<file path="src/ddo_mul.sv">
// ----------------------------------------------------------------------------
// ddo_mul
// Shared 32x32 unsigned multiplier with registered product.
// ----------------------------------------------------------------------------
`default_nettype none

module ddo_mul (
   input  wire logic        clock,
   input  wire logic [31:0] op_a,
   input  wire logic [31:0] op_b,
   output logic [63:0]      prod_ff
);

   logic [63:0] prod_in;

   assign prod_in = 64'(op_a) * 64'(op_b);

   always_ff @(posedge clock) begin
      prod_ff <= prod_in;
   end

endmodule

`default_nettype wire

</file>
<file path="config.mk">
export PLATFORM = sky130hd
export DESIGN_NAME = ddo_mul
export DESIGN_NICKNAME = d
export VERILOG_FILES = /design/src/ddo_mul.sv
export SDC_FILE = /design/constraint.sdc
export NUM_CORES = 2
export LEC_CHECK = 0
export ABC_AREA = 1
export BUFFER_PORTS_ARGS = -buffer_cell sky130_fd_sc_hd__buf_2
export CELL_PAD_IN_SITES_DETAIL_PLACEMENT = 1
export CELL_PAD_IN_SITES_GLOBAL_PLACEMENT = 2
export CORE_MARGIN = 3
export CORE_UTILIZATION = 27
export CTS_BUF_LIST = sky130_fd_sc_hd__clkbuf_8 sky130_fd_sc_hd__clkbuf_16
export CTS_CLUSTER_DIAMETER = 100
export DETAILED_ROUTE_END_ITERATION = 16
export PLACE_DENSITY = 0.6
export SYNTH_ARGS = -nofsm -noshare
export SYNTH_HDL_FRONTEND = slang
export SYNTH_SLANG_ARGS = --single-unit
</file>
<file path="constraint.sdc">
create_clock -name clock -period 8.65 [get_ports clock]
set_input_delay 1.73 -clock clock [delete_from_list [all_inputs] [get_ports clock]]
set_output_delay 1.73 -clock clock [all_outputs]
set_load 0.05 [all_outputs]
</file>
After elaboration in Yosys (flattened, before gate mapping)
Index checks and enable logic that the tools add are counted.
- output and inout bits: 64
- bits of input ports: 65
- word-level logic and storage cells: 2
- register bits: 64
- multiply operators: 1
- operator list (operator ; number):
    multiplier 32 x 32 -> 64 bit ; 1

Longest topological paths before layout
- depth after elaboration: 1
- gate-level depth with buffers: 30
- gate-level depth less buffers: 29

Worst setup path before layout
No wires, ideal clock.
- path kind: input to register
- start: input op_a[25]
- end: register prod_ff[62]
- data required time: 8538 ps
- path slack: 1105 ps
- cell stages on the path: 25
- data arrival time: 7433 ps
- library setup time: 112 ps
- buffers on the path: 1
- cell sequence: clkbuf_1 -> nand2_1 -> fa_1 -> inv_1 -> fa_1 -> inv_1 -> fa_1 -> inv_1 -> fa_1 -> fa_1 -> fa_1 -> fa_1 -> inv_1 -> fa_1 -> inv_1 -> ha_1 -> nand2_1 -> nor2_1 -> inv_2 -> nor2_4 -> nand2_2 -> nor3_2 -> nand2_1 -> nand3_1 -> nand2_1
- cells in the longest elaborated chain, start to end: 1
- RTL lines (element ; line ; text):
    start, declared ; 9 ; input wire logic [31:0] op_a,
    multiplier 32 x 32 -> 64 bit ; 16 ; assign prod_in = 64'(op_a) * 64'(op_b);
    via prod_in[62] ; 14 ; logic [63:0] prod_in;
    end signal, assigned ; 19 ; prod_ff <= prod_in;
    end, declared ; 11 ; output logic [63:0] prod_ff
The timed path passes the listed nets, and every way through them passes these cells.

Final worst setup path
- start: input op_b[15]
- end: register prod_ff[32]
- cells in the longest elaborated chain, start to end: 1
- RTL lines (element ; line ; text):
    start, declared ; 10 ; input wire logic [31:0] op_b,
    multiplier 32 x 32 -> 64 bit ; 16 ;
    via prod_in[32] ; 14 ;
The timed path passes the listed nets, and every way through them passes these cells.

==> results.md <==
Setup path:
- The required time at the endpoint of the critical path is 8890 ps.
- The largest single stage delay on the critical path is 550 ps.
- The number of buffers and inverters on the critical path is 7.
- STA classifies the critical path startpoint as a primary input.
- The highest fanout seen on the critical path is 15.
- The start-to-end type of the worst setup path is primary input to flip-flop.
- The cell that appears most often on the critical path is sky130_fd_sc_hd__fa_1.
- The category of cells accounting for the largest share of critical-path delay is adder cells.
- The slowest stage of the critical path belongs to the cell sky130_fd_sc_hd__fa_1.
- STA classifies the critical path endpoint as a flip-flop.
- The critical path goes through buf_2 -> buf_4 -> nand2_1 -> inv_1 -> fa_1 -> fa_1 -> inv_1 -> fa_1 -> fa_1 -> fa_1 -> inv_1 -> fa_1 -> fa_1 -> fa_1 -> ha_1 -> nand2_1 -> nor2_1 -> inv_2 -> nor2_2 -> inv_1 -> nor2_1 -> nand2_1 -> nand2_1 -> xor2_2.
- The data arrival at the endpoint of the critical path is 8460 ps.

Min path:
- The type of the worst min-delay path is primary input to flip-flop.

Drt:
- The violation count after the first detailed-route iteration is 1047.
- The residual DRC count is 0.
- For this run, the detailed router's first-pass iteration total came to 4.
- The via count is 29300.
- Dividing the detail-routed wire length by the instance count gives 18.3 microns.
- The routed wire length is 127000 microns.
- The count of nets left with antenna violations once routing finished came out at 0.
- After detailed routing, the number of vias per cell comes to 4.22.

Clock network:
- Buffers inserted during clock tree synthesis total 9.
- The buffer depth of the longest clock path is 2.
- Clock-pin slew was measured on the worst setup and hold paths at 70 ps.
- The root buffer cell is sky130_fd_sc_hd__clkbuf_16.
- The number of sinks driven by the clock tree is 64.
- The clock tree synthesis step divided the H-tree into 3 levels.
- TritonCTS built the clock tree.

GRT:
- The via count of the first global-routing pass is 33700.
- The largest net degree at the start of global routing is 33.
- The first global-routing pass estimated 201000 microns of wire.
- The initial antenna violation count is 5.
- For this run the aggregate overflow at the end of global routing stands at 0.
- The total track usage is 0.185.

Floorplanning:
- The chip width is 378 microns.
- The I/O pin count is 129.
- For this configuration, the core starts out at a cell density of 0.274.
- The die covers 0.143 sq mm.
- The count of standard-cell rows is 135.
- The area of the core is 0.136 sq mm.
- Measured along the y axis, the die boundary spans 378 microns.

Timing:
- The final hold violation count is 0.
- The number of setup violations in the final report is 0.
- The number of max-slew violations in the final report is 0.
- The transition time of the tightest slew-check pin is 734 ps.
- Timing would allow up to 122 MHz.
- Setup repair after global routing left no endpoint under its margin.
- The clock period minus final worst setup slack is 8210 ps.
- The headroom to the max-slew limit is 0.511.
- The period utilization is 0.949.

Finish:
- After filler insertion, the fill cell instance count of the layout stands at 16800.
- The share of layout cells above drive strength 1 is 0.0772.
- Across the whole layout, storage elements account for 0.00128 sq mm.
- The non-filler instance count after layout is 6951.
- The largest registers in the layout are prod_ff x64.
- The area used by multi-input combinational logic is 0.0289 sq mm.
- The register with the most flip-flops in the layout has 64 of them.
- After routing the design area is 0.0415 sq mm.
- More flip-flops sit in one register than any other, and that register is prod_ff.
- At the end of the flow the core is filled with cells to 0.304.
- The net count of the finished layout is 6387.
- From synthesis to final layout, the design area changed by 11.0%.

Placement:
- After detailed placement, the design holds a cell count of 6933.
- Once placement finished, the instance area stood at 0.0412 sq mm.
- The final weighted congestion in routability-driven placement is 0.817.
- The number of buffers inserted by port buffering is 128.
- The half-perimeter wire length after detailed placement is 116000 microns.

Yosys:
- The netlist area before placement is 0.0374 sq mm.
- The per-instance average area after synthesis is 7.45 sq um.
- The share of the yosys chip area belonging to registers is 0.0343.
- The number of warning messages in the yosys log is 0.
- After synthesis the netlist holds a flip-flop and latch count of 64.
- The cell count after synthesis came out at 5021.
- The number of nets in the synthesized netlist is 6245.
- The synthesized netlist contains 23 unique library cells.

Run:
- Max-cap violations in this run came to 0.

Outcome:
- The flow ran to the end, and the final reports show no timing, DRC or antenna violations.
==> synth_stat cells (all sizes together) <==
master  instances  area share
a21oi          44      0.0059
clkbuf        192       0.019
dfxtp          64       0.034
fa            896        0.48
ha            263       0.088
inv          1735        0.17
nand2        1578        0.16
nand3          66      0.0098
nand4          16      0.0027
nor2          100       0.012
nor3           18      0.0035
o21ai           2     0.00027
o21bai         12      0.0026
xnor2           2     0.00047
xor2           33      0.0077
==> kinds of logic after synthesis <==
logic type | after synthesis | share of synthesized area
flip-flops | 64 | 0.0343
AND/OR/NAND/NOR | 1778 | 0.188
AO/OA/AOI/OAI | 58 | 0.00877
adder cells (fa/ha/maj) | 1159 | 0.568
XOR/XNOR | 35 | 0.00820
buffers and inverters | 1927 | 0.193
==> worst min-delay path, delay by kind of cell <==
family / cells / cell delay, ps
and+or+nand+nor: 1 / 160
buffers and inverters: 2 / 360
==> final timing paths <==
| path | endpoint | startpoint | depth (start not counted) |
|---|---|---|---|
| min | prod_ff[0] | op_b[0] | 3 |
| max | prod_ff[32] | op_b[15] | 24 |
==> per-layer routing <==
layer,GRT usage,part of all wire,up-vias
li1,-,-,13900
met1,0.250,0.47,15100
met2,0.334,0.51,216
met3,0.0104,0.015,61
met4,0.0213,0.012,2
met5,0,0.00016,-
==> layout by cell type (no fill, tap or decap), drive strengths merged <==
| cell | count |
|---|---|
| inv | 1735 |
| nand2 | 1578 |
| fa | 896 |
| buf | 317 |
| ha | 263 |
| nor2 | 100 |
| nand3 | 66 |
| dfxtp | 64 |
| a21oi | 44 |
| xor2 | 33 |
| nor3 | 18 |
| nand4 | 16 |
| clkbuf | 16 |
| o21bai | 12 |
| clkinvlp | 3 |
| clkinv | 3 |
| diode | 2 |
| o21ai | 2 |
| xnor2 | 2 |
==> timing repair <==
item	4_1_cts	5_1_grt
gates resized for setup	0	7
endpoints found under the setup margin	0	1
hold buffers	0	0
setup buffers	0	0
==> through the flow <==
step	hold WS, ps	TNS [ps]	worst slack (ps)
finish	1950	0	438
global route	1990	0	94.5
CTS	1950	0	61.4
detailed placement	2200	-305	-270
global placement	2200	-325	-308
floorplan	1830	0	1100
==> area by class of cell <==
type                    count  area share
inverters                1735       0.157
diodes                      2    0.000121
multi-input cells        3030       0.696
well taps                1781      0.0537
clock buffers              10     0.00576
repair buffers            323      0.0556
clock inverters             6     0.00109
flip-flops and latches     64      0.0309
Power is not shown: default switching activity piles up to over one toggle a cycle in this logic, so the estimate is an artifact.
