==> config.mk <==
export PLATFORM = sky130hd
export DESIGN_NAME = ddo_cordic
export DESIGN_NICKNAME = d
export VERILOG_FILES = /design/src/ddo_pkg.sv /design/src/ddo_cordic.sv
export SDC_FILE = /design/constraint.sdc
export NUM_CORES = 1
export LEC_CHECK = 0
export ABC_AREA = 1
export CORE_MARGIN = 2
export CORE_UTILIZATION = 43
export CTS_CLUSTER_DIAMETER = 200
export DETAILED_ROUTE_END_ITERATION = 16
export DONT_BUFFER_PORTS = 1
export PLACE_DENSITY = 0.54
export SLEW_MARGIN = 20
export SYNTH_ARGS = -nofsm -noshare
export SYNTH_HDL_FRONTEND = slang
export SYNTH_SLANG_ARGS = --single-unit
==> constraint.sdc <==
create_clock -name clock -period 7.82 [get_ports clock]
set_clock_uncertainty 0.05 [all_clocks]
set_input_delay 0.391 -clock clock [delete_from_list [all_inputs] [get_ports clock]]
set_output_delay 0.391 -clock clock [all_outputs]
set_load 0.03 [all_outputs]
==> src/ddo_pkg.sv <==
// ----------------------------------------------------------------------------
// ddo_pkg
// Types, register map and constants shared by the odometry block.
// ----------------------------------------------------------------------------
`default_nettype none

package ddo_pkg;

   localparam int unsigned ADDR_W  = 5;
   localparam int unsigned DIV_W   = 52;
   localparam int unsigned CRD_W   = 50;
   localparam int unsigned ANG_W   = 34;

   localparam logic [2:0] REG_MPT    = 3'd0;
   localparam logic [2:0] REG_LGAIN  = 3'd1;
   localparam logic [2:0] REG_RGAIN  = 3'd2;
   localparam logic [2:0] REG_ITW    = 3'd3;
   localparam logic [2:0] REG_GLIMIT = 3'd4;

   localparam logic       OP_INTEGRATE = 1'b0;
   localparam logic       OP_SEED      = 1'b1;

   localparam logic [31:0] KINV_Q32   = 32'h9B74_EDA8;
   localparam logic [31:0] USEC_PER_S = 32'd1_000_000;
   localparam logic [30:0] MAX_S31    = 31'h7FFF_FFFF;
   localparam logic [17:0] GAIN_ONE   = 18'd65536;

   typedef struct packed {
      logic               opcode;
      logic signed [31:0] left_count;
      logic signed [31:0] right_count;
      logic               time_valid;
      logic [31:0]        timestamp_us;
   } req_type;

   typedef struct packed {
      logic signed [31:0] pos_x;
      logic signed [31:0] pos_y;
      logic signed [15:0] heading;
      logic [31:0]        travel_total;
      logic [31:0]        travel_left;
      logic [31:0]        travel_right;
      logic signed [31:0] speed;
      logic signed [31:0] yaw_rate;
      logic               glitch_seen;
      logic [15:0]        glitch_total;
   } rsp_type;

   function automatic logic [31:0] ddo_atan(input logic [4:0] idx);
      logic [31:0] v;
      begin
         unique case (idx)
            5'd0:  v = 32'h2000_0000;
            5'd1:  v = 32'h12E4_051E;
            5'd2:  v = 32'h09FB_385B;
            5'd3:  v = 32'h0511_11D4;
            5'd4:  v = 32'h028B_0D43;
            5'd5:  v = 32'h0145_D7E1;
            5'd6:  v = 32'h00A2_F61E;
            5'd7:  v = 32'h0051_7C55;
            5'd8:  v = 32'h0028_BE53;
            5'd9:  v = 32'h0014_5F2F;
            5'd10: v = 32'h000A_2F98;
            5'd11: v = 32'h0005_17CC;
            5'd12: v = 32'h0002_8BE6;
            5'd13: v = 32'h0001_45F3;
            5'd14: v = 32'h0000_A2FA;
            5'd15: v = 32'h0000_517D;
            5'd16: v = 32'h0000_28BE;
            5'd17: v = 32'h0000_145F;
            5'd18: v = 32'h0000_0A30;
            5'd19: v = 32'h0000_0518;
            5'd20: v = 32'h0000_028C;
            5'd21: v = 32'h0000_0146;
            5'd22: v = 32'h0000_00A3;
            5'd23: v = 32'h0000_0051;
            default: v = 32'h0;
         endcase
         return v;
      end
   endfunction

endpackage

`default_nettype wire

==> src/ddo_cordic.sv <==
// ----------------------------------------------------------------------------
// ddo_cordic
// Iterative rotation-mode CORDIC, one micro-rotation per cycle.
// ----------------------------------------------------------------------------
`default_nettype none

module ddo_cordic
   import ddo_pkg::*;
#(
   parameter int unsigned STEPS = 16
) (
   input  wire logic                    clock,
   input  wire logic                    reset,
   input  wire logic                    start,
   input  wire logic signed [CRD_W-1:0] x_start,
   input  wire logic [31:0]             angle,
   output logic                         busy_ff,
   output logic signed [CRD_W-1:0]     x_ff,
   output logic signed [CRD_W-1:0]     y_ff
);

   localparam int unsigned CNT_W = $clog2(STEPS + 1);

   logic signed [CRD_W-1:0] x_in, y_in, xs, ys;
   logic signed [ANG_W-1:0] z_ff, z_in, at;
   logic [CNT_W-1:0]        cnt_ff, cnt_in;
   logic                    busy_in;

   assign xs = x_ff >>> cnt_ff;
   assign ys = y_ff >>> cnt_ff;
   assign at = ANG_W'(ddo_atan(5'(cnt_ff)));

   always_comb begin
      x_in    = x_ff;
      y_in    = y_ff;
      z_in    = z_ff;
      cnt_in  = cnt_ff;
      busy_in = busy_ff;
      if (start) begin
         x_in    = x_start;
         y_in    = '0;
         z_in    = ANG_W'(signed'(angle));
         cnt_in  = '0;
         busy_in = 1'b1;
      end else if (busy_ff) begin
         if (!z_ff[ANG_W-1]) begin
            x_in = x_ff - ys;
            y_in = y_ff + xs;
            z_in = z_ff - at;
         end else begin
            x_in = x_ff + ys;
            y_in = y_ff - xs;
            z_in = z_ff + at;
         end
         cnt_in = cnt_ff + 1'b1;
         if (cnt_ff == CNT_W'(STEPS - 1)) begin
            busy_in = 1'b0;
         end
      end
   end

   always_ff @(posedge clock) begin
      if (reset) begin
         busy_ff <= 1'b0;
      end else begin
         busy_ff <= busy_in;
      end
      x_ff   <= x_in;
      y_ff   <= y_in;
      z_ff   <= z_in;
      cnt_ff <= cnt_in;
   end

endmodule

`default_nettype wire

### Word-level counts from Yosys, hierarchy flattened

Memories as Yosys holds them, arrays and structs flattened. A register that Yosys moved wholly into a read port is not among the register bits.
Cells that the tools add are included.

* flip-flop bits (word level): 140
* ROM bits: 960
* bits of input ports: 85
* output and inout bits: 101
* logic and storage cells: 29
* memories kept: 1

* $add $sub $neg: 7
* equal/unequal tests: 1
* shift operators: 2
* mux-type cells: 12
* reduce and logical (&&, ||, !) cells: 1

Memory list
* (name not given): depth 32, bits a word 30, read ports 1, clocked after memory_dff 1, write ports 0, RTL line ddo_pkg.sv:52 `unique case (idx)`

Operators by type and width (number)
* 50-bit 2-to-1 mux: 4
* 34-bit 2-to-1 mux: 3
* 50-bit adder: 2
* 50-bit by 5-bit >>> shifter with 50-bit output: 2
* 50-bit subtractor: 2
* 34-bit by 33-bit adder with 34-bit output: 1
* 34-bit by 33-bit subtractor with 34-bit output: 1
* 5-bit 2-to-1 mux: 2
* 5-bit by 1-bit adder with 5-bit output (second input constant): 1
* 5-bit by 4-bit == test with 1-bit output (second input constant): 1
* 1-bit 2-to-1 mux: 3
* 2-bit nonzero test: 1

### Longest topological paths before layout

Gate-level depths: netlist of run 1.

* depth after elaboration: 5
* mapped depth: 37

### Worst setup path after synthesis of run 1

OpenSTA, ideal clock, no wires.

* kind: reg-to-reg
* from: register busy_ff
* to: register, netlist name at[13]
* data arrival time: 4.421 ns
* required time: 7.632 ns
* slack: 3.211 ns
* stages on the path, launching flop included: 9
* path buffers: 2
* cells stage by stage: dfxtp_1 buf_2 nor2_1 clkinv_1 o22ai_1 inv_2 nand2_1 clkbuf_1 o221ai_1

* word-level cells in the longest chain between the ends: 2

RTL lines
* start: declaration: RTL line ddo_cordic.sv:17 `output logic busy_ff,`
* start signal: assignment: RTL line ddo_cordic.sv:66 `busy_ff <= busy_in;`
* 5-bit 2-to-1 mux (no line) (2 in a row)

No other way between the ends.
A chain may end at the register's enable or synchronous reset.

### Final worst setup path of run 1

* from: register cnt_ff[0]
* to: register x_ff[45] (data pin)

* word-level cells in the longest chain between the ends: 5
* elaborated cells between the ends (all ways): 6
* classes of those cells: add/sub (2); shift (1); mux (3)

RTL lines
* start: declaration: RTL line ddo_cordic.sv:26 `logic [CNT_W-1:0] cnt_ff, cnt_in;`
* start signal: assignment: RTL line ddo_cordic.sv:71 `cnt_ff <= cnt_in;`
* 50-bit by 5-bit >>> shifter with 50-bit output *: RTL line ddo_cordic.sv:30 `assign ys = y_ff >>> cnt_ff;`
* 50-bit subtractor or 50-bit adder (tied branches): RTL line ddo_cordic.sv:47, ddo_cordic.sv:51
* 50-bit 2-to-1 mux *: RTL line ddo_cordic.sv:46 `if (!z_ff[ANG_W-1]) begin`
* 50-bit 2-to-1 mux *: RTL line ddo_cordic.sv:45 `end else if (busy_ff) begin`
* 50-bit 2-to-1 mux *: RTL line ddo_cordic.sv:39 `if (start) begin`
* via x_in[45]: RTL line ddo_cordic.sv:24 `logic signed [CRD_W-1:0] x_in, y_in, xs, ys;`
* end signal: assignment: RTL line ddo_cordic.sv:68 `x_ff <= x_in;`
* end: declaration: RTL line ddo_cordic.sv:18 `output logic signed [CRD_W-1:0] x_ff,`

Mark *: on every way through the listed nets, which the timed path passes. The rest lies on a longest branch. The select of a mux whose other input is x is not followed.

==> key figures, run 1 <==
Run status
  – Run status: finished, final reports clean

CTS
  – CTS H-Tree Depth: 4
  – Total CTS buffers: 17
  – # resized after CTS: 0
  – Worst-path clk slew: 100 ps
  – Clk_lat worst skew: 520 ps
  – Clk sinks: 170
  – Clock Tree Buf Depth: 2
  – Post-cts hold buffer count: 70
  – Root buf cell: clkbuf_16
  – CTS tree: done
  – # Post-CTS Setup Buffers: 0

Route
  – Vias: 27422
  – Routed WL: 99900 microns
  – Pre-antenna DRT Iters: 8
  – WL/cell: 20.5 microns
  – Via-to-Cell Ratio: 5.61
  – Final ANT Viol Nets: 0
  – # DRC: 0
  – Initial DRC count: 2679

Critical path
  – Slowest cell on crit path: o21ai_0
  – Worst path most repeated cell: nand2_1
  – Worst EP arrival: 7040 ps
  – FF-to-FF End: x_ff[45]$_DFFE_PP_
  – Reg2reg path depth: 28
  – Critical Path Start Type: flop
  – Slowest Stage Delay on Critical Path: 860 ps
  – Worst path required time: 8030 ps
  – Crit-path max FO: 51
  – R2R Path Start: cnt_ff[0]$_SDFFE_PP0P_
  – Reg2Reg Setup Slack: 990 ps
  – Crit path kind: flop to flop
  – CP endpoint kind: flop

Floorplanning
  – Core Box Area: 55400 sq um
  – FP Rows: 86
  – Chip height: 241 microns
  – Die width: 241 microns
  – Initial Util: 0.437
  – Die area: 58200 sq um
  – IO Pins: 186

Pwr
  – Logic gate share of total power: 0.742
  – Clk pwr share: 0.074
  – Peak supply drop: 324 uV
  – Leak: 12.5 nW
  – Pwr dens: 498 nW/um^2
  – Reg power frac: 0.184
  – Int Pwr: 4.98 mW
  – Sw power: 7.89 mW
  – Sw frac: 0.613

STA
  – Max-Slew Margin vs Limit: 0.247
  – Final setup vio count: 0
  – Final Cycle Share: 0.874
  – Final Max Tran Viols: 0
  – Worst-Margin Slew: 1120 ps
  – Period minus WS final: 6830 ps
  – RSZ-0062 raised after global routing: false
  – Final setup TNS: 0 ps
  – Final hold viol count: 0
  – FMAX: 0.146 GHz

Synth
  – Fraction of registers with async set/reset: 0
  – Synth cell count leaders: 1303 x nand2_1, 542 x nand3_1, 401 x inv_1
  – Post-synthesis sequential area ratio: 0.175
  – Synthesized Nets: 4404
  – Ranking of synthesized cells by area: nand2_1 20%, nand3_1 11%, edfxtp_1 10%, ha_1 7.4%, dfxtp_1 7.1%
  – Yosys cell types: 64
  – Number of synthesized flops with an enable pin: 84
  – Top-count cell post-synth: nand2_1
  – #FFs+latches synth: 170
  – Leading area contributor after synthesis: nand2_1
  – Syn Inst Count: 4172
  – Post-Syn Area: 24200 sq um
  – Average size of a mapped cell: 5.80 sq um
  – Top_reg_cell synth: dfxtp_1
  – Synth top area share: 0.202
  – Yosys warns: 0

GRT
  – Largest net degree at the start of global routing: 80
  – Total grt overflow: 0
  – Vias in the first global route: 25145
  – Initial antenna violation count: 1
  – Total GRT Usage: 0.339
  – First-pass GRT wire length: 150000 microns

Finish
  – Non-filler cells, final: 4885
  – Syn-to-layout area delta: 6.83%
  – Nets: 4356
  – Number of diodes: 0
  – Final Util: 0.467
  – Share of layout cells above drive strength 1: 0.0442

Hold path
  – Hold EP: z_ff[27]$_DFFE_PP_
  – Worst hold stages: 2
  – Hold Crit Class: input pin to flop
  – Hold Path Origin: angle[27]

Flow run
  – Max Cap Violations: 0

Placement
  – Gpl congestion: 0.968
  – I/O Buffers: 0
  – Placed insts: 4783
  – Detail Placement HPWL: 78500 microns
-- per-stage QoR --
stage,cell area (sq um),hold slack [ps],power (mW),worst slack [ps]
floorplan,24200,419,8.96,3210
global placement,24500,420,11.7,1210
detailed placement,24500,419,11.7,1210
CTS,25900,0.728,12.7,1190
global route,25900,25.4,14.1,375
finish,25900,39.9,12.9,989
-- layout make-up --
type / count / area, sq um
clock buffers: 17 / 425
clock inverters: 15 / 189
fillers: 6147 / 29600
inverters: 412 / 1550
multi-input cells: 3429 / 17600
flip-flops and latches: 170 / 4260
well taps: 748 / 936
repair buffers: 94 / 903
-- power groups by stage --
stage          sequential, mW  clock (mW)  combinational [mW]
6_report                 2.37       0.957                9.54
3_3_place_gp             2.38           0                9.35
4_1_cts                  2.36       0.985                9.38
3_5_place_dp             2.38           0                9.30
2_1_floorplan            1.99           0                6.96
5_1_grt                  2.37        1.00                10.7
-- critical path: cells and delay by family (launching register included) --
kind / cells / cell delay, ps
DFF: 1 / 660
AOI/OAI and AO/OA: 6 / 1950
xor gates and xnor gates: 2 / 460
buffers and inverters: 6 / 1060
adders and majority gates: 2 / 750
and+or+nand+nor: 12 / 1610
-- flip-flops by register name (all words and copies together) (netlist names) --
name,flops
at,30
busy_ff,1
cnt_ff,5
x_ff,50
y_ff,50
z_ff,34
-- kinds of logic after synthesis --
kind of cell / share of synthesized area
flip-flops: 0.175
buffers and inverters: 0.0978
XOR/XNOR: 0.0619
adder cells (fa/ha/maj): 0.0769
AND/OR/NAND/NOR: 0.418
AO/OA/AOI/OAI: 0.167
multiplexers: 0.00289
-- how the worst max path moves through the flow --
stage / startpoint / endpoint / cells past startpoint
floorplan: busy_ff$_SDFF_PP0_ / at[13]$_DFF_P_ / 8
global placement: cnt_ff[0]$_SDFFE_PP0P_ / y_ff[42]$_SDFFE_PP0P_ / 30
detailed placement: cnt_ff[0]$_SDFFE_PP0P_ / y_ff[42]$_SDFFE_PP0P_ / 30
CTS: cnt_ff[0]$_SDFFE_PP0P_ / y_ff[42]$_SDFFE_PP0P_ / 30
global route: cnt_ff[0]$_SDFFE_PP0P_ / x_ff[45]$_DFFE_PP_ / 32
finish: cnt_ff[0]$_SDFFE_PP0P_ / x_ff[45]$_DFFE_PP_ / 28
-- routing by layer --
layer | up-vias | GRT usage | part of all wire
met1 | 12564 | 0.472 | 0.46
met5 | - | 0 | 0.00013
li1 | 13785 | - | -
met4 | 2 | 0.107 | 0.029
met2 | 956 | 0.540 | 0.45
met3 | 115 | 0.0492 | 0.066
-- cells in the final DEF, fill, tap and decap left out, types with 8 or more instances in the layout --
cell,instances
nor4_1,22
o211ai_1,31
nand3_1,542
or2_2,57
nor2_2,11
buf_4,23
o21bai_1,9
dfxtp_1,80
nor2_1,360
a31oi_1,60
xnor2_1,63
inv_2,9
o21a_1,17
a21oi_1,257
a21o_1,8
o21ai_1,54
dlygate4sd3_1,69
o22ai_1,8
o21ai_0,216
edfxtp_1,84
nand2_1,1303
inv_1,398
ha_1,144
clkbuf_16,17
o21ai_2,14
nor3_1,33
xor2_1,108
nand4_1,19
(Power assumes the default switching activity.)
==> run 2, diff against run 1 <==
CORE_MARGIN = 4   (was 2)
clock period = 6.35 ns   (was 7.82 ns; I/O delays follow)
==> run 2 against run 1 <==
Effect of this change:
- utilization is 1.1 points higher
- critical endpoint is now y_ff[46]$_SDFFE_PP0P_
- via count is 2.0% higher
- hold slack hardly changed
- largest power group unchanged
- die area is 3.3% higher
- maximum frequency is 15% higher
==> key figures, run 2 (synthesis gave the netlist of run 1 again) <==
Run status
  – Run status: finished, final reports clean

Critical path
  – Crit-path max FO: 60
  – Family with the most delay on the worst path: compound AO/OA/AOI/OAI gates
  – Worst path required time: 6710 ps
  – Critical Path Start Type: flop
  – Worst EP arrival: 6280 ps
  – R2R Path Start: cnt_ff[0]$_SDFFE_PP0P_
  – Crit. Startpoint: cnt_ff[0]$_SDFFE_PP0P_
  – WP buf/inv: 6
  – CP endpoint kind: flop
  – Crit path kind: flop to flop
  – Slowest cell on crit path: o21ai_0
  – Worst path most repeated cell: nand2_1
  – Slowest Stage Delay on Critical Path: 620 ps

CTS
  – Total CTS buffers: 17
  – Clk sinks: 170
  – Clock Tree Buf Depth: 2
  – Root buf cell: clkbuf_16
  – CTS tree: done
  – Worst-path clk slew: 110 ps
  – Clk_lat worst skew: 530 ps
  – CTS H-Tree Depth: 4

STA
  – Slack of the critical path: 426 ps
  – Period minus WS final: 5920 ps
  – Max-Slew Margin vs Limit: 0.237
  – Min Hold Slack: 40.2 ps
  – Final setup vio count: 0
  – Final Max Tran Viols: 0
  – Worst-Margin Slew: 1140 ps
  – Final Cycle Share: 0.933
  – Final hold viol count: 0
  – FMAX: 0.169 GHz

Route
  – Final ANT Viol Nets: 0
  – # DRC: 0
  – Vias: 27958
  – Via-to-Cell Ratio: 5.66
  – Initial DRC count: 2929
  – Routed WL: 102000 microns
  – Pre-antenna DRT Iters: 7
  – WL/cell: 20.6 microns

Finish
  – Number of diodes: 0
  – Commonest cells after routing, fill and taps aside: 1303 x nand2_1, 542 x nand3_1, 398 x inv_1
  – Commonest non-fill, non-tap cell in the layout: nand2_1
  – Nets: 4413
  – Syn-to-layout area delta: 9.29%
  – Share of layout cells above drive strength 1: 0.0551
  – Final Util: 0.477
  – Largest registers: x_ff: 50 flops, y_ff: 50 flops, z_ff: 34 flops

Floorplanning
  – IO Pins: 186
  – Die area: 60200 sq um
  – FP Rows: 86
  – Die width: 245 microns
  – Chip height: 245 microns
  – Core Box Area: 55400 sq um
  – Initial Util: 0.437

GRT
  – Total GRT Usage: 0.330
  – Largest net degree at the start of global routing: 109
  – Total grt overflow: 0
  – Vias in the first global route: 26043
  – First-pass GRT wire length: 154000 microns
  – Initial antenna violation count: 1

Placement
  – Detail Placement HPWL: 80700 microns
  – Gpl congestion: 1.01
  – Pre-CTS setup slack: 332 ps
  – I/O Buffers: 0

Pwr
  – Peak supply drop: 309 uV
  – Leak: 12.8 nW
  – Pwr dens: 610 nW/um^2

Hold path
  – Hold Crit Class: input pin to flop
  – Hold Path Origin: x_start[46]

Flow run
  – Max Cap Violations: 0
run 2: worst paths after layout:
path         slack (ps)  cells after the start               endpoint
min reg2reg         570                      4  y_ff[11]$_SDFFE_PP0P_
max                 430                     29  y_ff[46]$_SDFFE_PP0P_
min                  40                      2     x_ff[46]$_DFFE_PP_
max reg2reg         430                     29  y_ff[46]$_SDFFE_PP0P_
run 2: area by class of cell:
cell class                      count  area (sq um)
Tap cell                          748           936
Fill cell                        6112         29000
Timing Repair Buffer              151          1460
Inverter                          412          1550
Clock inverter                     15           206
Sequential cell                   170          4260
Multi-Input combinational cell   3429         17600
Clock buffer                       17           425
run 2: layer usage:
metal,share of wire,global-route usage,wire length [microns],vias up
met2,0.44,0.520,44600,1150
li1,-,-,-,13898
met1,0.45,0.452,45400,12736
met4,0.039,0.120,3970,2
met5,0.00013,0,13,-
met3,0.079,0.0601,8030,172
run 2: power by group:
group          total [mW]  switching (mW)  leakage (nW)  internal (mW)
sequential           2.77            1.11          1.57           1.66
clock                1.20           0.649         0.305          0.550
combinational        12.2            8.09          10.9           4.07
total                16.1            9.85          12.8           6.28
run 2: what timing repair did:
item                                    in CTS  in global routing
endpoints found under the setup margin       0                  4
buffers inserted                             0                  1
resized for setup                            0                  4
hold endpoints to repair                   108                  0
hold buffers                                82                  0
run 2: worst register-to-register path: cells and delay by family (launching register included):
kind / cells / cell delay, ps
buf+inv: 6 / 870
xor+xnor: 1 / 170
fa+ha+maj: 2 / 600
compound gates: 7 / 2240
simple gates: 13 / 1430
flops: 1 / 440
run 2: stage by stage:
step	total power [mW]	setup TNS [ps]	instance area, sq um	instances
global route	17.5	-2.35	26500	4942
CTS	15.9	0	26400	4941
finish	16.1	0	26500	4942
floorplan	11.0	0	24200	4172
detailed placement	14.6	0	25000	4827
global placement	14.7	0	25000	4827
