**config.mk**
```make
export PLATFORM = sky130hd
export DESIGN_NAME = ddo_div
export DESIGN_NICKNAME = d
export VERILOG_FILES = /design/src/ddo_pkg.sv /design/src/ddo_div.sv
export SDC_FILE = /design/constraint.sdc
export NUM_CORES = 1
export LEC_CHECK = 0
export BUFFER_PORTS_ARGS = -buffer_cell sky130_fd_sc_hd__buf_2
export CAP_MARGIN = 5
export CORE_ASPECT_RATIO = 1.2
export CORE_MARGIN = 3
export CORE_UTILIZATION = 35
export CTS_CLUSTER_SIZE = 28
export DETAILED_ROUTE_END_ITERATION = 16
export GPL_TIMING_DRIVEN = 1
export SYNTH_ARGS = -nofsm -noshare
export SYNTH_HDL_FRONTEND = slang
export SYNTH_SLANG_ARGS = --single-unit
```
**constraint.sdc**
```tcl
create_clock -name clock -period 5.9 [get_ports clock]
set_clock_uncertainty 0.2 [all_clocks]
set_input_delay 1.18 -clock clock [delete_from_list [all_inputs] [get_ports clock]]
set_output_delay 1.18 -clock clock [all_outputs]
set_load 0.1 [all_outputs]
```
**src/ddo_pkg.sv**
```systemverilog
// ----------------------------------------------------------------------------
// ddo_pkg
// Types, register map and constants shared by the odometry block.
// ----------------------------------------------------------------------------
`default_nettype none

package ddo_pkg;

   localparam int unsigned ADDR_W  = 5;
   localparam int unsigned DIV_W   = 52;
   localparam int unsigned CRD_W   = 50;
   localparam int unsigned ANG_W   = 34;

   localparam logic [2:0] REG_MPT    = 3'd0;
   localparam logic [2:0] REG_LGAIN  = 3'd1;
   localparam logic [2:0] REG_RGAIN  = 3'd2;
   localparam logic [2:0] REG_ITW    = 3'd3;
   localparam logic [2:0] REG_GLIMIT = 3'd4;

   localparam logic       OP_INTEGRATE = 1'b0;
   localparam logic       OP_SEED      = 1'b1;

   localparam logic [31:0] KINV_Q32   = 32'h9B74_EDA8;
   localparam logic [31:0] USEC_PER_S = 32'd1_000_000;
   localparam logic [30:0] MAX_S31    = 31'h7FFF_FFFF;
   localparam logic [17:0] GAIN_ONE   = 18'd65536;

   typedef struct packed {
      logic               opcode;
      logic signed [31:0] left_count;
      logic signed [31:0] right_count;
      logic               time_valid;
      logic [31:0]        timestamp_us;
   } req_type;

   typedef struct packed {
      logic signed [31:0] pos_x;
      logic signed [31:0] pos_y;
      logic signed [15:0] heading;
      logic [31:0]        travel_total;
      logic [31:0]        travel_left;
      logic [31:0]        travel_right;
      logic signed [31:0] speed;
      logic signed [31:0] yaw_rate;
      logic               glitch_seen;
      logic [15:0]        glitch_total;
   } rsp_type;

   function automatic logic [31:0] ddo_atan(input logic [4:0] idx);
      logic [31:0] v;
      begin
         unique case (idx)
            5'd0:  v = 32'h2000_0000;
            5'd1:  v = 32'h12E4_051E;
            5'd2:  v = 32'h09FB_385B;
            5'd3:  v = 32'h0511_11D4;
            5'd4:  v = 32'h028B_0D43;
            5'd5:  v = 32'h0145_D7E1;
            5'd6:  v = 32'h00A2_F61E;
            5'd7:  v = 32'h0051_7C55;
            5'd8:  v = 32'h0028_BE53;
            5'd9:  v = 32'h0014_5F2F;
            5'd10: v = 32'h000A_2F98;
            5'd11: v = 32'h0005_17CC;
            5'd12: v = 32'h0002_8BE6;
            5'd13: v = 32'h0001_45F3;
            5'd14: v = 32'h0000_A2FA;
            5'd15: v = 32'h0000_517D;
            5'd16: v = 32'h0000_28BE;
            5'd17: v = 32'h0000_145F;
            5'd18: v = 32'h0000_0A30;
            5'd19: v = 32'h0000_0518;
            5'd20: v = 32'h0000_028C;
            5'd21: v = 32'h0000_0146;
            5'd22: v = 32'h0000_00A3;
            5'd23: v = 32'h0000_0051;
            default: v = 32'h0;
         endcase
         return v;
      end
   endfunction

endpackage

`default_nettype wire

```
**src/ddo_div.sv**
```systemverilog
// ----------------------------------------------------------------------------
// ddo_div
// Restoring divider, one quotient bit per cycle, saturated 31-bit quotient.
// ----------------------------------------------------------------------------
`default_nettype none

module ddo_div
   import ddo_pkg::*;
(
   input  wire logic             clock,
   input  wire logic             reset,
   input  wire logic             start,
   input  wire logic [DIV_W-1:0] dividend,
   input  wire logic [31:0]      divisor,
   output logic                  busy_ff,
   output logic [30:0]           quot_sat
);

   localparam int unsigned CNT_W = $clog2(DIV_W);

   logic [DIV_W-1:0] dvd_ff, dvd_in;
   logic [31:0]      rem_ff, rem_in;
   logic [31:0]      dsr_ff, dsr_in;
   logic [CNT_W-1:0] cnt_ff, cnt_in;
   logic             busy_in;
   logic [32:0]      trial;
   logic             fits;

   assign trial = {rem_ff, dvd_ff[DIV_W-1]};
   assign fits  = trial >= {1'b0, dsr_ff};

   always_comb begin
      dvd_in  = dvd_ff;
      rem_in  = rem_ff;
      dsr_in  = dsr_ff;
      cnt_in  = cnt_ff;
      busy_in = busy_ff;
      if (start) begin
         dvd_in  = dividend;
         rem_in  = '0;
         dsr_in  = divisor;
         cnt_in  = CNT_W'(DIV_W - 1);
         busy_in = 1'b1;
      end else if (busy_ff) begin
         rem_in = fits ? 32'(trial - {1'b0, dsr_ff}) : trial[31:0];
         dvd_in = {dvd_ff[DIV_W-2:0], fits};
         cnt_in = cnt_ff - 1'b1;
         if (cnt_ff == '0) begin
            busy_in = 1'b0;
         end
      end
   end

   always_ff @(posedge clock) begin
      if (reset) begin
         busy_ff <= 1'b0;
      end else begin
         busy_ff <= busy_in;
      end
      dvd_ff <= dvd_in;
      rem_ff <= rem_in;
      dsr_ff <= dsr_in;
      cnt_ff <= cnt_in;
   end

   assign quot_sat = (|dvd_ff[DIV_W-1:31]) ? MAX_S31 : dvd_ff[30:0];

endmodule

`default_nettype wire

```
# Word-level counts from Yosys, hierarchy flattened

Cells that the tools add are included.
Widths: inputs -> output; s select.

Bits in registers: 123
Output and inout port bits: 32
Word-level logic and storage cells: 18

Add/subtract/negate cells: 2
Order comparisons: 1
Mux-type cells: 7
Reduce and logical (&&, ||, !) cells: 3

Operators with widths:

| kind                | count |
|---|---|
| $mux 52             | 2 |
| $ge 33x32->1        | 1 |
| $mux 32             | 1 |
| $sub 32x32->32      | 1 |
| $mux 31             | 1 |
| $reduce_or 21->1    | 1 |
| $logic_not 6->1     | 1 |
| $sub 6x1->6 const B | 1 |
| $mux 1              | 3 |
| $reduce_bool 2->1   | 1 |

# Longest topological paths before layout

Gate-level depths: netlist (run 1).

Depth after elaboration: 4
Mapped depth: 13
Gate-level depth less buffers: 12

# Least setup slack after synthesis (run 1)

Ideal clock, no wire load.

Path kind: reg-to-output
From: register dvd_ff[48]
To: output quot_sat[0]
Arrival time: 2196 ps
Data required time: 4520 ps
Path slack: 2324 ps
Stages on the path, launching flop included: 5
Path buffers: 1
Cell sequence: edfxtp_1 -> or4_1 -> nor4_1 -> clkbuf_1 -> nand2b_1

Word-level cells in the longest chain between the ends: 2

Ends and longest elaborated chain:

| item                     | line          | text |
|---|---|---|
| start: declaration       | ddo_div.sv:21 | `logic [DIV_W-1:0] dvd_ff, dvd_in;` |
| start signal: assignment | ddo_div.sv:60 | `dvd_ff <= dvd_in;` |
| $reduce_or 21->1         | ddo_div.sv:66 | `assign quot_sat = (\|dvd_ff[DIV_W-1:31]) ? MAX_S31 : dvd_ff[30:0];` |
| $mux 31                  | ddo_div.sv:66 |  |
| end: declaration         | ddo_div.sv:16 | `output logic [30:0] quot_sat` |

Every way passes these cells.

# Worst setup path after layout (run 1)

Same ends and word-level chain as after synthesis.

==> results of run 1 <==
[critical path: cells and delay by family (launching register included)]
family / cells / cell delay (ns)
AND/OR/NAND/NOR: 3 / 0.90
buffers and inverters: 2 / 0.66
flip-flops: 1 / 0.38
[synth_stat cells (all sizes together), types with 3 or more instances]
cell	instances	area [sq um]
buf	17	123
o21ai	32	160
clkbuf	15	56.3
dfxtp	39	781
o31ai	4	30.0
nor3	9	50.1
xnor2	16	140
edfxtp	84	2520
mux2	51	574
nor4b	4	35.0
a211oi	19	193
o21bai	5	37.5
nor2b	6	37.5
o211ai	3	22.5
xor2	13	114
a21o	7	52.6
ha	34	425
a31oi	7	58.8
mux2i	11	110
nand3	15	80.1
nor2	55	206
inv	50	188
nand4	8	50.1
a21oi	55	324
and2	3	18.8
nand2	31	116
nor4	6	37.5
nand2b	41	257
[cells by family after synthesis]
logic type,count (synthesis),share of synthesized area (%)
simple gates,183,13.1
compound gates,152,15.2
flops,123,46.9
buf+inv,82,5.20
mux,62,9.71
fa+ha+maj,35,6.32
xor+xnor,29,3.60
[per-stage QoR]
stage / area, sq um / utilization, % / hold WS, ns / instances / power, mW
global placement: 7830 / 39.8 / 0.267 / 1018 / 1.53
floorplan: 7050 / - / 0.253 / 666 / 1.43
CTS: 8430 / 42.8 / 0.286 / 1050 / 2.62
detailed placement: 7830 / 39.8 / 0.278 / 1018 / 1.53
global route: 8430 / 42.8 / 0.317 / 1050 / 2.71
finish: 8430 / 42.8 / 0.284 / 1050 / 2.58
[area by class of cell]
type	instances	area [sq um]
Sequential cell	123	3300
Clock buffer	17	425
Fill cell	1876	11300
Timing Repair Buffer	123	631
Multi-Input combinational cell	461	3380
Tap cell	261	327
Inverter	50	188
Clock inverter	15	176
[power by group]
part / leakage (nW) / internal [mW] / switching [mW]
combinational: 1.97 / 0.199 / 0.257
clock: 0.295 / 0.639 / 0.431
sequential: 1.16 / 1.01 / 0.0442
[placed cells by master (no fill, tap or decap), types with 13 or more instances in the layout]
| cell type | count |
|---|---|
| o21ai_0 | 29 |
| edfxtp_1 | 84 |
| inv_1 | 49 |
| xnor2_1 | 16 |
| clkbuf_16 | 17 |
| ha_1 | 34 |
| xor2_1 | 13 |
| a21oi_2 | 13 |
| dfxtp_1 | 38 |
| nand2_1 | 31 |
| mux2_2 | 51 |
| a21oi_1 | 42 |
| buf_2 | 117 |
| nand2b_1 | 41 |
| nor2_1 | 55 |
| nand3_1 | 14 |
[worst min path at each step]
stage | from | to | slack, ns | cells after the start
after detailed placement | rem_ff[10] | rem_ff[10] | 0.28 | 2
after global placement | rem_ff[10] | rem_ff[10] | 0.27 | 2
after global routing | rem_ff[1] | rem_ff[1] | 0.32 | 2
after CTS | rem_ff[10] | rem_ff[10] | 0.29 | 2
final | rem_ff[10] | rem_ff[10] | 0.28 | 2
after floorplan | rem_ff[10] | rem_ff[10] | 0.25 | 2
[sequential cells by signal (all words and copies together), names as in the netlist]
register and count:
busy_ff 1, cnt_ff 6, dsr_ff 32, dvd_ff 52, rem_ff 32
[metal layers]
metal	GRT usage, %	wire, microns	up-vias
li1	-	-	2628
met1	18.5	7060	2454
met2	23.8	7460	120
met3	4.74	994	24
met4	4.81	281	0
met5	0	0	-
==> metrics.md, run 1 <==
| Metric | Value |
|---|---|
| Predominant post-synthesis flop cell | edfxtp_1 |
| Reg clk slew, reported paths | 0.06 ns |
| Clock sink count | 123 |
| PD cells | 306 nW/um^2 |
| Final HPWL DP | 11.3 mm |
| Htree depth | 4 |
| Largest net degree at the start of global routing | 53 |
| # hold bufs at CTS | 0 |
| Layout cell share with drive strength beyond 1 | 30.7% |
| Layout area overhead | 19.7% |
| Antenna-violating nets left | 0 |
| Post-synthesis register bit count | 123 |
| Worst EP required | 4.52 ns |
| Max VDD drop | 0.000201 V |
| DR iter-0 viols | 246 |
| Cells after Synth | 666 |
| CTS resizes | 0 |
| Crit-path max FO | 31 |
| Crit path cell chain | or4_1 > nor4_2 > buf_4 > nand2b_1 > buf_2 |
| CTS max path bufs | 2 |
| Min-delay worst type | reg -> reg |
| Final setup viols | 0 |
| Routed wire per std cell | 15.1 microns |
| Synthesized Nets | 788 |
| Outcome | finished clean |
| Initial antenna violation count | 0 |
| Final WS setup | 2.15 ns |
| Vias in the first global route | 5258 |
| Crit. Startpoint | dvd_ff[48] |
| Reg-to-reg endpoint | rem_ff[17] |
| Nets | 898 |
| Total Routing Usage GR | 14.7% |
| Worst stage delay on the critical path | 0.56 ns |
| DRT Pass-1 Iters | 4 |
| Setup CP Type | reg -> out |
| Vias | 5226 |
| Post-synth cell types | 57 |
| Skew-Pair Late Insertion Delay | 0.42 ns |
| Tcrit/Tclk final | 63.6% |
| LEAKAGE | 3.42 nW |
| Worst slew pin tran | 1.09 ns |
| Post-synthesis sequential area ratio | 46.9% |
| FMAX | 0.267 GHz |
| DP Worst Slack | 2.08 ns |
| FF-to-FF setup slack | 2.25 ns |
| Post-synth EDFFs | 84 |
| Vias per Instance | 4.98 |
| Area of the die | 21900 sq um |
| CP endpoint | quot_sat[0] |
| Syn. warnings | 0 |
| CORE AREA | 19700 sq um |
| Setup crit end kind | output pin |
| Die Y | 161 microns |
| Antenna Cells | 0 |
| Global-route wire length before repair | 26.0 mm |
| Crit path time final | 3.75 ns |
| Max stage delay cell, worst path | or4_1 |
| GRT Residual Overflow | 0 |
| Worst-case reg-to-reg path depth | 11 |
| Num CTS Buffers | 17 |
| GPL Wtd Cong | 0.826 |
| Startpoint Class | register |
| RSZ-0062 raised after global routing | false |
| Worst EP arrival | 2.37 ns |
| Total negative slack | 0 ns |
| Max-cap viol count | 0 |
| Mapped Avg Cell Area | 10.6 sq um |
| Clk root buf | clkbuf_16 |
| Num ports | 119 |
| Row cnt | 56 |
| Ys async rst share | 0% |
| Reg2reg start | dsr_ff[11] |
| Max_slew headroom | 27.5% |
| Setup Buffers After CTS | 0 |
| Max Slew Vio Count | 0 |
| Final hold viol count | 0 |
| TritonCTS clock tree | built |
| Synthesized area | 7050 sq um |
| Buffers added on ports | 118 |
| Die Wd | 136 microns |
| Initial Utilization | 35.8% |
| Total Wirelength | 15.8 mm |
| Number of remaining DRC errors | 0 |
(Power assumes the default switching activity.)
==> run 2, diff against run 1 <==
clock period = 3.09 ns   (was 5.9 ns; I/O delays follow)
==> run 2 against run 1 <==
Clock power up 84%. Sequential share of layout area fell by 2.2 points. Critical path depth increased by 1. Critical endpoint unchanged. Worst hold slack lost 0.15 ns. Count of clock-buffer cells in the layout stayed put. Global-route usage grew 0.27 points. Sequential power is 91% higher. Utilization grew 2.5 points. Routed wire length increased by 2.4%.
==> metrics.md, run 2 (same netlist as run 1, synthesis figures left out) <==
| Metric | Value |
|---|---|
| DR iter-0 viols | 282 (was 246) |
| Crit path time final | 3.03 ns |
| Buffers added on ports | 118 (unchanged) |
| Commonest non-fill, non-tap cell in the layout | buf_2 (unchanged) |
| GRT Residual Overflow | 0 (unchanged) |
| Antenna Cells | 0 (unchanged) |
| Final HPWL DP | 11.1 mm (was 11.3 mm) |
| Max VDD drop | 0.000382 V (was 0.000201 V) |
| PD cells | 552 nW/um^2 (was 306 nW/um^2) |
| Die Wd | 136 microns (unchanged) |
| LEAKAGE | 3.67 nW (was 3.42 nW) |
| Clk root buf | clkbuf_16 (unchanged) |
| Cell area after layout | 8930 sq um (was 8430 sq um) |
| Crit-path max FO | 15 (was 31) |
| Die Y | 161 microns (unchanged) |
| Vias | 5355 (was 5226) |
| Placed inst area | 7990 sq um (was 7830 sq um) |
| Worst-case reg-to-reg path depth | 13 (was 11) |
| Nets | 919 (was 898) |
| Vias in the first global route | 5374 (was 5258) |
| CTS max path bufs | 2 (unchanged) |
| Global-route wire length before repair | 26.5 mm (was 26.0 mm) |
| Biggest register | dvd_ff (unchanged) |
| Num ports | 119 (unchanged) |
| Outcome | finished clean (unchanged) |
| Min-delay worst type | in -> reg (was reg -> reg) |
| Setup CP Type | reg -> out (unchanged) |
| Vias per Instance | 5.00 (was 4.98) |
| Antenna-violating nets left | 0 (unchanged) |
| Area of the die | 21900 sq um (unchanged) |
| Max Slew Vio Count | 0 (unchanged) |
| Most frequent cells in the layout | 86 x buf_2, 84 x edfxtp_1, 55 x nor2_1, 51 x mux2_2, 49 x inv_1 (was 117 x buf_2, 84 x edfxtp_1, 55 x nor2_1, 51 x mux2_2, 49 x inv_1) |
| Layout cell share with drive strength beyond 1 | 33.1% (was 30.7%) |
| Biggest regs | dvd_ff x52, dsr_ff x32, rem_ff x32 (unchanged) |
| Worst slew pin tran | 0.596 ns (was 1.09 ns) |
| Largest net degree at the start of global routing | 79 (was 53) |
| Routed wire per std cell | 15.1 microns (about the same) |
| Max reg flops | 52 (unchanged) |
| Tot Pwr | 4.93 mW (was 2.58 mW) |
| Number of filler cells placed in the layout | 1863 (was 1876) |
| Total Wirelength | 16.2 mm (was 15.8 mm) |
| DRT Pass-1 Iters | 4 (unchanged) |
| Final hold viol count | 0 (unchanged) |
| Initial antenna violation count | 2 (was 0) |
| TritonCTS clock tree | built (unchanged) |
| Startpoint Class | register (unchanged) |
| Setup crit end kind | output pin (unchanged) |
| Number of remaining DRC errors | 0 (unchanged) |
| Final setup viols | 0 (unchanged) |
| Crit. Startpoint | dvd_ff[48] (unchanged) |
| Worst EP required | 2.27 ns (was 4.52 ns) |
| Reg-to-reg endpoint | rem_ff[12] (was rem_ff[17]) |
| Skew-Pair Late Insertion Delay | 0.42 ns (about the same) |
| RSZ-0062 raised after global routing | true (was false) |
| Layout area overhead | 26.7% (was 19.7%) |
| Worst EP arrival | 2.21 ns (was 2.37 ns) |
| Max_slew headroom | 60.3% (was 27.5%) |
| FMAX | 0.331 GHz |
| Max-cap viol count | 0 (unchanged) |
| # hold bufs at CTS | 0 (unchanged) |
| CP endpoint | quot_sat[0] (unchanged) |
| GPL Wtd Cong | 0.845 (was 0.826) |
| Num CTS Buffers | 17 (unchanged) |
| Tcrit/Tclk final | 97.9% |
| Reg clk slew, reported paths | 0.06 ns (about the same) |
| Reg2reg start | dvd_ff[51] (was dsr_ff[11]) |
| Row cnt | 56 (unchanged) |
| Initial Utilization | 35.8% (unchanged) |
| Total Routing Usage GR | 14.9% (was 14.7%) |
| Htree depth | 4 (unchanged) |
| CORE AREA | 19700 sq um (unchanged) |
| Clock sink count | 123 (unchanged) |
| FF-to-FF setup slack | 0.18 ns (was 2.25 ns) |
## run 2: cell types whose count changed in the layout (fill, tap and decap cells not counted), moves of 2 or more
| cell | previous run | this run |
|---|---|---|
| buf_8 | 0 | 2 |
| buf_2 | 117 | 86 |
| nor4_1 | 5 | 3 |
| buf_6 | 0 | 29 |
| buf_12 | 0 | 6 |
| buf_4 | 6 | 20 |
| nor4_4 | 0 | 2 |
## run 2: worst min path at each step
stage	start	to	cells after the start	slack [ns]
6_report	reset	busy_ff	2	0.14
5_1_grt	reset	busy_ff	2	0.12
4_1_cts	reset	busy_ff	2	0.12
3_5_place_dp	rem_ff[8]	rem_ff[8]	2	0.28
3_3_place_gp	rem_ff[9]	rem_ff[9]	2	0.27
2_1_floorplan	rem_ff[10]	rem_ff[10]	2	0.25
## run 2: power breakdown
part	switching (mW)	internal, mW	total, mW
registers	0.0883	1.93	2.02
clock network	0.827	1.14	1.97
logic	0.510	0.433	0.943
## run 2: repair_timing
item / 4_1_cts / 5_1_grt
endpoints found under the setup margin: 31 / 35
buffers inserted: 3 / 5
pin swaps: 0 / 7
gates cloned: 1 / 0
resized for setup: 38 / 39
## run 2: final cells by class
class | count | area (sq um) | share of cell area (%)
Clock inverter | 15 | 156 | 1.75
Multi-Input combinational cell | 461 | 3440 | 38.5
Clock buffer | 17 | 425 | 4.76
Tap cell | 261 | 327 | 3.66
Inverter | 50 | 191 | 2.14
Timing Repair Buffer | 144 | 1080 | 12.1
Sequential cell | 123 | 3300 | 37.0
## run 2: metal layers
metal,vias to the layer above,global-route usage (%),part of all wire [%]
met4,4,3.71,1.2
met2,131,24.7,49
met3,26,5.79,7.1
met1,2528,18.3,43
met5,-,0,0.14
li1,2666,-,-
## run 2: metrics by stage
stage	setup WS (ns)	utilization [%]	hold WS, ns	TNS [ns]	cells
6_report	0.0648	45.3	0.138	0	1071
5_1_grt	-0.0470	45.3	0.122	-0.936	1071
4_1_cts	0.0211	44.3	0.121	0	1066
3_5_place_dp	0.112	40.6	0.278	0	1030
3_3_place_gp	0.169	40.6	0.271	0	1030
2_1_floorplan	0.0763	-	0.253	0	666
## run 2: worst max-delay path, cell delays in order, from the launching register on
cell      delay (ns)
edfxtp_1        0.39
or4_4           0.56
nor4_4          0.23
buf_6           0.17
buf_16          0.14
nand2b_1        0.10
buf_6           0.20
==> run 3, diff against run 2 <==
MAX_ROUTING_LAYER = met4   (was unset)
==> run 3 against run 2 <==
First-iteration DRC count unchanged. Sequential cell count unchanged. Largest power group unchanged. Critical path depth unchanged. Critical endpoint unchanged. Sequential share of layout area about the same. Count of clock-buffer cells in the layout unchanged. Total power about the same. Fmax down 0.15%. Utilization about the same. Highest routed layer is now met4. Global-route usage up 0.47 points. Combinational power about the same. Routed wire length about the same.
==> metrics.md, run 3 (same netlist as run 1, synthesis figures left out) <==
| Metric | Value |
|---|---|
| Max stage delay cell, worst path | or4_4 (unchanged) |
| Worst Hold Path Cells | 2 (unchanged) |
| Die Y | 161 microns (unchanged) |
| Routed wire per std cell | 15.1 microns (about the same) |
| Initial antenna violation count | 2 (unchanged) |
| Crit path cell chain | or4_4 > nor4_4 > buf_6 > buf_16 > nand2b_1 > buf_6 (unchanged) |
| CP dominant cell by count | buf_6 (unchanged) |
| Area of the die | 21900 sq um (unchanged) |
| Reg-to-reg endpoint | rem_ff[12] (unchanged) |
| Worst stage delay on the critical path | 0.56 ns (about the same) |
| Outcome | finished clean (unchanged) |
| Number of remaining DRC errors | 0 (unchanged) |
| Reg clk slew, reported paths | 0.06 ns (about the same) |
| DR iter-0 viols | 282 (unchanged) |
| Layout cell share with drive strength beyond 1 | 33.1% (unchanged) |
| Startpoint Class | register (unchanged) |
| Max-cap viol count | 0 (unchanged) |
| Final hold slack | 0.139 ns (was 0.138 ns) |
| Layout area overhead | 26.8% (was 26.7%) |
| Crit path time final | 3.03 ns (about the same) |
| CORE AREA | 19700 sq um (unchanged) |
| Min-delay worst type | in -> reg (unchanged) |
| Vias | 5364 (was 5355) |
| Hold Startpoint | reset (unchanged) |
| Crit path buf inv count | 3 (unchanged) |
| Largest net degree at the start of global routing | 79 (unchanged) |
| Biggest regs | dvd_ff x52, dsr_ff x32, rem_ff x32 (unchanged) |
| Worst EP required | 2.27 ns (about the same) |
| Worst path top cell family by delay | simple AND/OR/NAND/NOR gates (unchanged) |
| Vias per Instance | 5.00 (about the same) |
| Worst-case reg-to-reg path depth | 13 (unchanged) |
| Antenna-violating nets left | 0 (unchanged) |
| Tcrit/Tclk final | 98.0% (was 97.9%) |
| Setup CP Type | reg -> out (unchanged) |
| Clock sink count | 123 (unchanged) |
| Num CTS Buffers | 17 (unchanged) |
| Worst slew pin tran | 0.596 ns (about the same) |
| Skew-Pair Late Insertion Delay | 0.42 ns (about the same) |
| GRT Residual Overflow | 0 (unchanged) |
| Die Wd | 136 microns (unchanged) |
| Vias in the first global route | 5371 (was 5374) |
| CTS max path bufs | 2 (unchanged) |
| Total Wirelength | 16.2 mm (about the same) |
| GPL Wtd Cong | 0.858 (was 0.845) |
| Row cnt | 56 (unchanged) |
| FF-to-FF setup slack | 0.18 ns (about the same) |
| Reg2reg start | dvd_ff[51] (unchanged) |
| Num ports | 119 (unchanged) |
| Setup crit end kind | output pin (unchanged) |
| Post-layout util | 45.4% (was 45.3%) |
| Final setup viols | 0 (unchanged) |
| LEAKAGE | 3.67 nW (about the same) |
| Biggest register | dvd_ff (unchanged) |
| Commonest non-fill, non-tap cell in the layout | buf_2 (unchanged) |
| Max VDD drop | 0.000384 V (was 0.000382 V) |
| Clk root buf | clkbuf_16 (unchanged) |
| Nets | 919 (unchanged) |
| Crit-path max FO | 15 (unchanged) |
| Max reg flops | 52 (unchanged) |
| Worst EP arrival | 2.21 ns (about the same) |
| Final hold viol count | 0 (unchanged) |
| Htree depth | 4 (unchanged) |
| Buffers added on ports | 118 (unchanged) |
| Initial Utilization | 35.8% (unchanged) |
| Total Routing Usage GR | 15.4% (was 14.9%) |
| Total negative slack | 0 ns (unchanged) |
| Global-route wire length before repair | 26.5 mm (about the same) |
| Final HPWL DP | 11.1 mm (unchanged) |
| # hold bufs at CTS | 0 (unchanged) |
| DRT Pass-1 Iters | 5 (was 4) |
| Most frequent cells in the layout | 86 x buf_2, 84 x edfxtp_1, 55 x nor2_1, 51 x mux2_2, 49 x inv_1 (unchanged) |
| Max_slew headroom | 60.3% (about the same) |
| FMAX | 0.330 GHz (was 0.331 GHz) |
| Hold endpoint | busy_ff (unchanged) |
| RSZ-0062 raised after global routing | true (unchanged) |
| PD cells | 552 nW/um^2 (about the same) |
| Max Slew Vio Count | 0 (unchanged) |
| TritonCTS clock tree | built (unchanged) |
-- run 3: cell count changes in the layout (fill, tap and decap cells not counted) --
cell,change
diode_2,+2
-- run 3: metrics by stage --
stage,std cells,cell area [sq um],power [mW],setup WS (ns)
floorplan,666,7050,2.72,0.0763
global route,1073,8930,5.20,-0.0468
CTS,1066,8730,4.98,0.0211
global placement,1030,7990,2.97,0.169
detailed placement,1030,7990,2.97,0.112
finish,1073,8930,4.93,0.0603
-- run 3: final cells by class --
type | instances | area, sq um
Clock buffer | 17 | 425
Tap cell | 261 | 327
Antenna cell | 2 | 5.00
Fill cell | 1862 | 10800
Multi-Input combinational cell | 461 | 3440
Sequential cell | 123 | 3300
Inverter | 50 | 191
Timing Repair Buffer | 144 | 1080
Clock inverter | 15 | 156
-- run 3: timing repair --
| action | 4_1_cts | 5_1_grt |
|---|---|---|
| setup buffers | 3 | 5 |
| endpoints found under the setup margin | 31 | 35 |
| hold endpoints to repair | 0 | 0 |
| pin swaps | 0 | 7 |
| gates cloned | 1 | 0 |
| resized for setup | 38 | 39 |
-- run 3: worst max-delay path by stage --
| stage | from | to | slack [ns] | cells after the start |
|---|---|---|---|---|
| floorplan | dvd_ff[48] | quot_sat[0] | 0.08 | 4 |
| global placement | dvd_ff[51] | rem_ff[16] | 0.17 | 12 |
| detailed placement | dvd_ff[51] | rem_ff[16] | 0.11 | 12 |
| CTS | dvd_ff[48] | quot_sat[23] | 0.02 | 6 |
| global route | dvd_ff[48] | quot_sat[8] | -0.05 | 6 |
| finish | dvd_ff[48] | quot_sat[0] | 0.06 | 6 |
-- run 3: where the power goes --
part           switching, mW  internal (mW)
clock network          0.830           1.14
logic                  0.511          0.433
registers             0.0886           1.93
total                   1.43           3.50
-- run 3: routing by layer --
metal	global-route usage (%)	part of all wire (%)	vias to the layer above
met5	-	0	-
met4	3.62	1.2	0
met3	5.02	6.5	21
met2	24.7	49	134
met1	18.9	44	2538
li1	-	-	2671
